**src/hdl/r2a_pkg.sv**
```systemverilog
// Shared types and color codes for the RGB12 to ANSI16 quantizer.
package r2a_pkg;

	localparam int unsigned LevelW = 4;
	localparam int unsigned CodeW  = 4;

	localparam logic [CodeW-1:0] ANSI_BLACK   = 4'h0;
	localparam logic [CodeW-1:0] ANSI_RED     = 4'h1;
	localparam logic [CodeW-1:0] ANSI_GREEN   = 4'h2;
	localparam logic [CodeW-1:0] ANSI_YELLOW  = 4'h3;
	localparam logic [CodeW-1:0] ANSI_BLUE    = 4'h4;
	localparam logic [CodeW-1:0] ANSI_MAGENTA = 4'h5;
	localparam logic [CodeW-1:0] ANSI_CYAN    = 4'h6;
	localparam logic [CodeW-1:0] ANSI_SILVER  = 4'h7;
	localparam logic [CodeW-1:0] ANSI_GRAY    = 4'h8;
	localparam logic [CodeW-1:0] ANSI_WHITE   = 4'hF;
	localparam logic [CodeW-1:0] ANSI_BRIGHT  = 4'h8;

	// Level thresholds
	localparam logic [LevelW-1:0] GREY_WHITE_TH  = 4'hC;
	localparam logic [LevelW-1:0] GREY_SILVER_TH = 4'h8;
	localparam logic [LevelW-1:0] GREY_GRAY_TH   = 4'h4;
	localparam logic [LevelW-1:0] SILVER_TH      = 4'd7;
	localparam logic [LevelW-1:0] BRIGHT_TH      = 4'd9;

	typedef struct packed {
		logic              color_valid;
		logic [LevelW-1:0] red;
		logic [LevelW-1:0] green;
		logic [LevelW-1:0] blue;
	} pixel_t;

	typedef struct packed {
		logic [CodeW-1:0] ansi_code;
		logic             no_color;
	} result_t;

endpackage

```
**src/hdl/r2a_quant.sv**
```systemverilog
// Combinational color classifier: grey levels, saturation test, hue sector.
module r2a_quant import r2a_pkg::*; (
	input  pixel_t  pix,
	output result_t res
);

	logic [LevelW-1:0] cmax, cmin, d;
	logic [7:0]        sat_l, sat_r;
	logic signed [8:0] hn_raw, hn;
	logic [8:0]        h2, d9;
	logic [CodeW-1:0]  hue_code, code;

	always_comb begin
		cmax = pix.red;
		if (pix.green > cmax) cmax = pix.green;
		if (pix.blue > cmax) cmax = pix.blue;
		cmin = pix.red;
		if (pix.green < cmin) cmin = pix.green;
		if (pix.blue < cmin) cmin = pix.blue;
		d = cmax - cmin;
	end

	// sat >= 0.3  <=>  10*d >= 3*max
	assign sat_l = 8'({4'b0, d} * 8'd10);
	assign sat_r = 8'({4'b0, cmax} * 8'd3);

	// hn/d is the hue in [0,6); red wins max ties, then green
	assign d9 = {5'b0, d};
	always_comb begin
		if (pix.red == cmax) begin
			hn_raw = $signed({5'b0, pix.green}) - $signed({5'b0, pix.blue});
		end else if (pix.green == cmax) begin
			hn_raw = $signed({5'b0, pix.blue}) - $signed({5'b0, pix.red})
				+ $signed(9'(d9 << 1));
		end else begin
			hn_raw = $signed({5'b0, pix.red}) - $signed({5'b0, pix.green})
				+ $signed(9'(d9 << 2));
		end
		if (hn_raw < 0) hn = hn_raw + $signed(9'(d9 * 9'd6));
		else hn = hn_raw;
	end

	// sector edges go to the lower sector
	assign h2 = {hn[7:0], 1'b0};
	always_comb begin
		if (h2 <= d9) hue_code = ANSI_RED;
		else if (h2 <= 9'(d9 * 9'd3)) hue_code = ANSI_YELLOW;
		else if (h2 <= 9'(d9 * 9'd5)) hue_code = ANSI_GREEN;
		else if (h2 <= 9'(d9 * 9'd7)) hue_code = ANSI_CYAN;
		else if (h2 <= 9'(d9 * 9'd9)) hue_code = ANSI_BLUE;
		else if (h2 <= 9'(d9 * 9'd11)) hue_code = ANSI_MAGENTA;
		else hue_code = ANSI_RED;
	end

	always_comb begin
		if (d != '0) begin
			if (sat_l >= sat_r) code = hue_code;
			else if (cmax > SILVER_TH) code = ANSI_SILVER;
			else code = ANSI_BLACK;
			if (cmax > BRIGHT_TH) code = code | ANSI_BRIGHT;
		end else begin
			if (cmax > GREY_WHITE_TH) code = ANSI_WHITE;
			else if (cmax > GREY_SILVER_TH) code = ANSI_SILVER;
			else if (cmax > GREY_GRAY_TH) code = ANSI_GRAY;
			else code = ANSI_BLACK;
		end
		if (!pix.color_valid) begin
			res.ansi_code = ANSI_BLACK;
			res.no_color  = 1'b1;
		end else begin
			res.ansi_code = code;
			res.no_color  = 1'b0;
		end
	end

endmodule

```
**src/hdl/rgb12_to_ansi16_quantizer.sv**
```systemverilog
// Top level: input register, color classifier, result register.
// A beat is held in the input register, then its result in the result register.
// Throughput: one beat per cycle; both stages advance whenever the result is taken.
// The input register and result register each hold one beat, so a new beat is
// accepted while a finished result waits for out_ready, if stage 1 is empty.
// Reset (arst_n low, asynchronous) empties both stages; payload is not cleared.
module rgb12_to_ansi16_quantizer import r2a_pkg::*; (
	input  logic              clk,
	input  logic              arst_n,
	input  logic              in_valid,
	output logic              in_ready,
	input  logic              color_valid,
	input  logic [LevelW-1:0] red_level,
	input  logic [LevelW-1:0] green_level,
	input  logic [LevelW-1:0] blue_level,
	output logic              out_valid,
	input  logic              out_ready,
	output logic [CodeW-1:0]  ansi_code,
	output logic              no_color
);

	pixel_t  pix_s1;
	logic    vld_s1;
	result_t res_c;
	result_t res_s2;
	logic    vld_s2;
	logic    adv_s1, adv_s2;

	// a stage moves when the one after it is empty or draining
	assign adv_s2   = !vld_s2 || out_ready;
	assign adv_s1   = !vld_s1 || adv_s2;
	assign in_ready = adv_s1;

	// stage 1: input capture
	always_ff @(posedge clk or negedge arst_n) begin
		if (!arst_n) begin
			vld_s1 <= 1'b0;
		end else if (adv_s1) begin
			vld_s1 <= in_valid;
		end
	end

	always_ff @(posedge clk) begin
		if (adv_s1 && in_valid) begin
			pix_s1 <= '{color_valid: color_valid, red: red_level,
				green: green_level, blue: blue_level};
		end
	end

	r2a_quant u_quant (
		.pix(pix_s1),
		.res(res_c)
	);

	// stage 2: result register
	always_ff @(posedge clk or negedge arst_n) begin
		if (!arst_n) begin
			vld_s2 <= 1'b0;
		end else if (adv_s2) begin
			vld_s2 <= vld_s1;
		end
	end

	always_ff @(posedge clk) begin
		if (adv_s2 && vld_s1) begin
			res_s2 <= res_c;
		end
	end

	assign out_valid = vld_s2;
	assign ansi_code = res_s2.ansi_code;
	assign no_color  = res_s2.no_color;

endmodule

```
**config.mk**
```make
export PLATFORM = sky130hd
export DESIGN_NAME = rgb12_to_ansi16_quantizer
export DESIGN_NICKNAME = d
export VERILOG_FILES = /design/src/hdl/r2a_pkg.sv /design/src/hdl/r2a_quant.sv /design/src/hdl/rgb12_to_ansi16_quantizer.sv
export SDC_FILE = /design/constraint.sdc
export NUM_CORES = 1
export LEC_CHECK = 0
export BUFFER_PORTS_ARGS = -buffer_cell sky130_fd_sc_hd__buf_4
export CAP_MARGIN = 30
export CORE_MARGIN = 10
export CORE_UTILIZATION = 50
export DETAILED_ROUTE_END_ITERATION = 10
export GPL_ROUTABILITY_DRIVEN = 1
export PLACE_DENSITY = 0.67
export SYNTH_ARGS = -nofsm -noshare
export SYNTH_HDL_FRONTEND = slang
export SYNTH_SLANG_ARGS = --single-unit
```
**constraint.sdc**
```tcl
create_clock -name clk -period 10.4 [get_ports clk]
set_input_delay 0.52 -clock clk [delete_from_list [all_inputs] [get_ports clk]]
set_output_delay 0.52 -clock clk [all_outputs]
set_load 0.01 [all_outputs]
```
==> out/qor.yml, run 1 <==
status: "complete, no violations"
grt_pass1_vias: 4253
synth-edff-count: 18
cts-resized-gates: 0
die_w_um: 117.2
cts_hold_buffers: 0
cap_violations: 0
synth_warnings: 0
relSlewSlack_pct: 40.78
worstSetupEndpointType: "flip-flop"
track_usage_pct: 18.65
dp_hpwl_mm: 10.61
via_per_inst: 5.968
synth_area_per_cell_sq_um: 8.424
syn_inst: 561
ys_ff_latch: 20
rsz0062_at_grt: "no"
antenna_found_initial: 0
clock-root-buffer: "clkbuf_8"
globalplace.congestion: 0.9985
synth_top_area_share_pct: 26.48
finalHoldViolations: 0
crit_buf_inv: 5
layout.cells.non_filler: 712
finalClockSkew_ns: 0.003437
whs_ns: 0.03342
postRouteAntennaNets: 0
start_kind: "flip-flop"
htree_levels: 1
place_ws_ns: 0.6987
setup_ws_ns: 1.027
synth.area.top_cells: "ha_1, edfxtp_1, xnor2_1"
period_share_pct: 90.12
cts_setup_buffers: 0
worst_ep_arrival_time_ns: 9.37
critPathKind: "flip-flop to flip-flop"
yosys.cell_types.count: 72
cts_buffers: 3
critPathMaxFanout: 16
ios: 24
dr.pass1.iters: 5
syn_nets: 687
num_rows: 35
drt_wl_total_mm: 12.63
fin_nets: 710
cp_top_family: "compound AO/OA/AOI/OAI gates"
area_growth_pct: 7.811
grt_pass1_wl_mm: 20.69
slew_viol_final: 0
start_util_pct: 51.14
vias: 4249
worst_pin_slew_ns: 0.8883
portBuffers: 23
die_area_sq_mm: 0.01374
drive_above_1_share_pct: 9.949
fillers: 863
cts_tree: "yes"
clkSlewWorstSetupHoldPaths_ns: 0.07
ys_top_cells_by_count: "ha_1, inv_1, a21oi_1"
core-area_sq_mm: 0.009240
fmax_mhz: 106.7
finalSetupViolCount: 0
critPathSlowestCell: "a2111oi_1"
cts_num_sinks: 20
ys_async_sr_fraction_pct: 10.00
tns_ns: 0
hp-class: "input pin to async pin"
synth_ff_type: "edfxtp_1"
path_common_cell: "ha_1"
clock_latency_ns: 0.26
seq_area_sq_um: 590.6
clk_path_buf_depth: 2
synth.most_common_cell: "ha_1"
drc_errors: 0
multi_input_area_sq_mm: 0.003877
wl_per_cell_um: 17.74
period_needed_ns: 9.373
place_inst: 708
fp.dieH_um: 117.2
drtIter0Drc: 315
synth_area_sq_mm: 0.004726
grt_overflow: 0
slowest_delay_ns: 0.56
grt_max_degree: 21
ys_seq_area_share_pct: 12.50
antenna_cells: 0
crit_required_ns: 10.39
synth_largest_area_cell: "ha_1"
==> worst reg2reg max path: cells and delay by family, from the launching register on <==
family / cells / cell delay (ns)
AOI/OAI and AO/OA: 14 / 3.81
xor gates and xnor gates: 1 / 0.17
DFF: 1 / 0.53
adders and majority gates: 5 / 1.60
muxes: 1 / 0.46
and+or+nand+nor: 12 / 1.68
buffers and inverters: 5 / 0.86
==> cells in the final DEF, fill, tap and decap left out, types with 3 or more instances in the layout <==
cell / n
and2_1: 4
o21a_1: 3
nand2_1: 30
o211ai_1: 5
inv_1: 60
nor3_1: 6
nand3_1: 16
and3_1: 5
a21oi_2: 3
o21ai_1: 4
mux2i_1: 8
nor2_1: 22
xor2_1: 12
fa_1: 9
o2111ai_1: 3
buf_4: 26
nand2b_1: 10
o21bai_1: 3
a31oi_1: 11
nor2b_1: 7
xnor2_1: 33
clkbuf_8: 3
a21oi_1: 44
a211o_1: 3
o21ai_0: 33
ha_1: 100
edfxtp_1: 18
mux2_2: 5
and4_1: 3
a211oi_1: 8
or2_2: 6
a21o_1: 24
a22o_1: 3
==> layout make-up <==
cell class	instances	area share, %
Clock inverter	1	0.07367
Clock buffer	3	0.8104
Sequential cell	20	11.59
Tap cell	129	3.168
Inverter	60	4.420
Multi-Input combinational cell	473	76.11
Timing Repair Buffer	26	3.831
==> stage by stage <==
| stage | util, % | instance area (sq um) |
|---|---|---|
| floorplan | - | 4726 |
| global placement | 54.52 | 5037 |
| detailed placement | 54.52 | 5037 |
| CTS | 55.00 | 5082 |
| global route | 55.14 | 5095 |
| finish | 55.14 | 5095 |
==> flip-flops by register name, indices dropped and copies added, names as in the netlist <==
signal	flops
pix_s1	13
ansi_code	4
no_color	1
out_valid	1
vld_s1	1
==> worst paths after layout <==
path / from / to / slack [ns] / cells after the start
max: pix_s1[6]$_DFFE_PP_ / ansi_code[0]$_SDFFCE_PN0P_ / 1.03 / 38
min: arst_n / out_valid$_DFFE_PN0P_ / 0.03 / 1
max reg2reg: pix_s1[6]$_DFFE_PP_ / ansi_code[0]$_SDFFCE_PN0P_ / 1.03 / 38
min reg2reg: vld_s1$_DFFE_PN0N_ / out_valid$_DFFE_PN0P_ / 0.52 / 1
max in group asynchronous: arst_n / vld_s1$_DFFE_PN0N_ / 10.28 / 1
min in group clk: blue_level[3] / pix_s1[3]$_DFFE_PP_ / 0.43 / 1
==> logic make-up (layout without fill, tap and decap cells) <==
kind of cell / Yosys count / in the layout / share of synthesized area (%)
AO/OA/AOI/OAI: 174 / 174 / 24.28
XOR/XNOR: 46 / 46 / 8.684
adder cells (fa/ha/maj): 110 / 110 / 30.50
buffers and inverters: 68 / 90 / 5.719
flip-flops: 20 / 20 / 12.50
multiplexers: 17 / 17 / 4.368
AND/OR/NAND/NOR: 126 / 126 / 13.95
==> per-layer routing <==
layer,track usage (%),part of all wire [%]
met5,0,0
met4,4.942,2.2
met3,1.937,4.9
met2,31.18,45
met1,24.89,48
Power of run 1 is left out: the tool's default activity adds up to more than one toggle a clock period on the data nets, which glitch-free logic cannot reach.
==> inputs of run 2 (changes only) <==
--- a/config.mk
+++ b/config.mk
@@ -8,10 +8,11 @@
 export BUFFER_PORTS_ARGS = -buffer_cell sky130_fd_sc_hd__buf_4
 export CAP_MARGIN = 30
 export CORE_MARGIN = 10
-export CORE_UTILIZATION = 50
+export CORE_UTILIZATION = 55
+export CTS_CLUSTER_SIZE = 30
 export DETAILED_ROUTE_END_ITERATION = 10
 export GPL_ROUTABILITY_DRIVEN = 1
-export PLACE_DENSITY = 0.67
+export PLACE_DENSITY = 0.73
 export SYNTH_ARGS = -nofsm -noshare
 export SYNTH_HDL_FRONTEND = slang
 export SYNTH_SLANG_ARGS = --single-unit
==> constraint.sdc (replaced) <==
create_clock -name clk -period 10.4 [get_ports clk]
set_input_delay 1.56 -clock clk [delete_from_list [all_inputs] [get_ports clk]]
set_output_delay 1.56 -clock clk [all_outputs]
set_load 0.01 [all_outputs]
==> run 2 against run 1 <==
Net effect: core utilization is 5.7 points higher; highest routed layer unchanged; worst setup slack worse by 0.35 ns; non-clock buffer count stayed put; critical path type unchanged.
==> out/qor.yml, run 2 (synthesis results as in run 1) <==
status: "complete, no violations"
grt_overflow: 0  # unchanged
cts-resized-gates: 0  # unchanged
dp_hpwl_mm: 10.46  # -1.4%
clkSlewWorstSetupHoldPaths_ns: 0.07  # about the same
fp.dieH_um: 112.7  # -3.9%
via_per_inst: 6.247  # +4.7%
portBuffers: 23  # unchanged
worst_pin_slew_ns: 0.7322  # -0.1561 ns
cts_hold_buffers: 0  # unchanged
rr_worst_depth: 38  # unchanged
cp-startpoint: "pix_s1[6]$_DFFE_PP_"
fillers: 742  # -14%
clk_path_buf_depth: 2  # unchanged
period_share_pct: 93.49  # +3.4 points
worst_ep_arrival_time_ns: 9.72  # +0.35 ns
hp-class: "flip-flop to flip-flop"
num_rows: 33  # -5.7%
critPathMaxFanout: 16  # unchanged
wl_per_cell_um: 18.10  # +2.0%
clock_latency_ns: 0.26  # about the same
layout_commonest_cell: "ha_1"
die_w_um: 112.7  # -3.9%
holdPathStages: 1
cts_tree: "yes"
timing.rr.end: "ansi_code[0]$_SDFFCE_PN0P_"
grt_max_degree: 21  # unchanged
relSlewSlack_pct: 49.92  # +9.1 points
rsz0062_at_grt: "no"
hold_end: "out_valid$_DFFE_PN0P_"
drt_wl_total_mm: 12.45  # -1.4%
cts_setup_buffers: 0  # unchanged
slew_viol_final: 0  # unchanged
r2r_setup_slack_ns: 0.68  # -0.35 ns
fmax_mhz: 102.9  # -3.6%
core-area_sq_mm: 0.008299  # -10%
htree_levels: 1  # unchanged
cts_num_sinks: 20  # unchanged
area_growth_pct: 6.910
tns_ns: 0  # unchanged
critPathSlowestCell: "a2111oi_0"
finalClockSkew_ns: 0.005502  # +0.002066 ns
finalHoldViolations: 0  # unchanged
layout_common_cells: "ha_1, inv_1, a21oi_1"
start_util_pct: 56.94  # +5.8 points
slowest_delay_ns: 0.65  # +0.09 ns
drtIter0Drc: 343  # +8.9%
fin_nets: 710  # unchanged
path_common_cell: "ha_1"
grt_pass1_vias: 4190  # -1.5%
dr.pass1.iters: 5  # unchanged
die_area_sq_mm: 0.01270  # -7.6%
largest_reg_flops: 13  # unchanged
postRouteAntennaNets: 0  # unchanged
drc_errors: 0  # unchanged
r2r-start: "pix_s1[6]$_DFFE_PP_"
period_needed_ns: 9.723  # +0.3498 ns
holdCritStartpoint: "vld_s1$_DFFE_PN0N_"
globalplace.congestion: 0.9753  # -2.3%
cap_violations: 0  # unchanged
track_usage_pct: 18.97  # +0.32 points
worstSetupEndpointType: "flip-flop"
ios: 24  # unchanged
cts_buffers: 3  # unchanged
vias: 4298  # +1.2%
finalSetupViolCount: 0  # unchanged
drive_above_1_share_pct: 9.434  # -0.51 points
antenna_cells: 0  # unchanged
critPathKind: "flip-flop to flip-flop"
crit_required_ns: 10.39  # about the same
antenna_found_initial: 0  # unchanged
place_ws_ns: 0.8585  # +0.1598 ns
max_flop_register: "pix_s1"
clock-root-buffer: "clkbuf_8"
setup_ws_ns: 0.6774  # -0.3498 ns
start_kind: "flip-flop"
grt_pass1_wl_mm: 20.55  # -0.70%
==> run 2: cell counts in the layout (fill, tap and decap cells not counted) <==
No cell type changed its count.
==> run 2: final cells by class <==
class | instances | area (sq um) | share of cell area [%]
inverter | 60 | 225.2 | 4.458
timing repair buffer | 26 | 195.2 | 3.863
multi-input combinational | 473 | 3865 | 76.50
clock buffer | 3 | 41.29 | 0.8172
sequential | 20 | 590.6 | 11.69
clock inverter | 1 | 3.754 | 0.07429
tap | 105 | 131.4 | 2.600
==> run 2: critical path: cells and delay by family, from the launching register on <==
family	cells	cell delay [ns]
AND/OR/NAND/NOR	12	1.68
adder cells (fa/ha/maj)	5	1.63
multiplexers	1	0.56
buffers and inverters	5	0.83
flip-flops	1	0.54
AO/OA/AOI/OAI	14	4.06
XOR/XNOR	1	0.15
==> run 2: worst max path at each step <==
stage	cells past startpoint	to	slack (ns)
2_1_floorplan	37	ansi_code[0]$_SDFFCE_PN0P_	1.83
3_3_place_gp	38	ansi_code[0]$_SDFFCE_PN0P_	0.96
3_5_place_dp	38	ansi_code[0]$_SDFFCE_PN0P_	0.86
4_1_cts	38	ansi_code[0]$_SDFFCE_PN0P_	0.82
5_1_grt	38	ansi_code[0]$_SDFFCE_PN0P_	0.03
6_report	38	ansi_code[0]$_SDFFCE_PN0P_	0.68
==> run 2: per-stage QoR <==
step / util, % / std cells / cell area [sq um] / hold WS, ns
finish: 60.88 / 688 / 5052 / 0.4956
global route: 60.88 / 688 / 5052 / 0.5387
CTS: 60.88 / 688 / 5052 / 0.4983
detailed placement: 60.33 / 684 / 5007 / 0.4799
global placement: 60.33 / 684 / 5007 / 0.4708
floorplan: - / 561 / 4726 / 0.4490
==> run 2: routing by layer <==
metal	track usage, %	share of wire (%)	vias up
met5	0	0	-
met4	3.723	1.0	0
met3	2.905	7.5	16
met2	31.45	45	160
met1	25.42	47	2019
li1	-	-	2103
Power of run 2 is left out for the same reason.
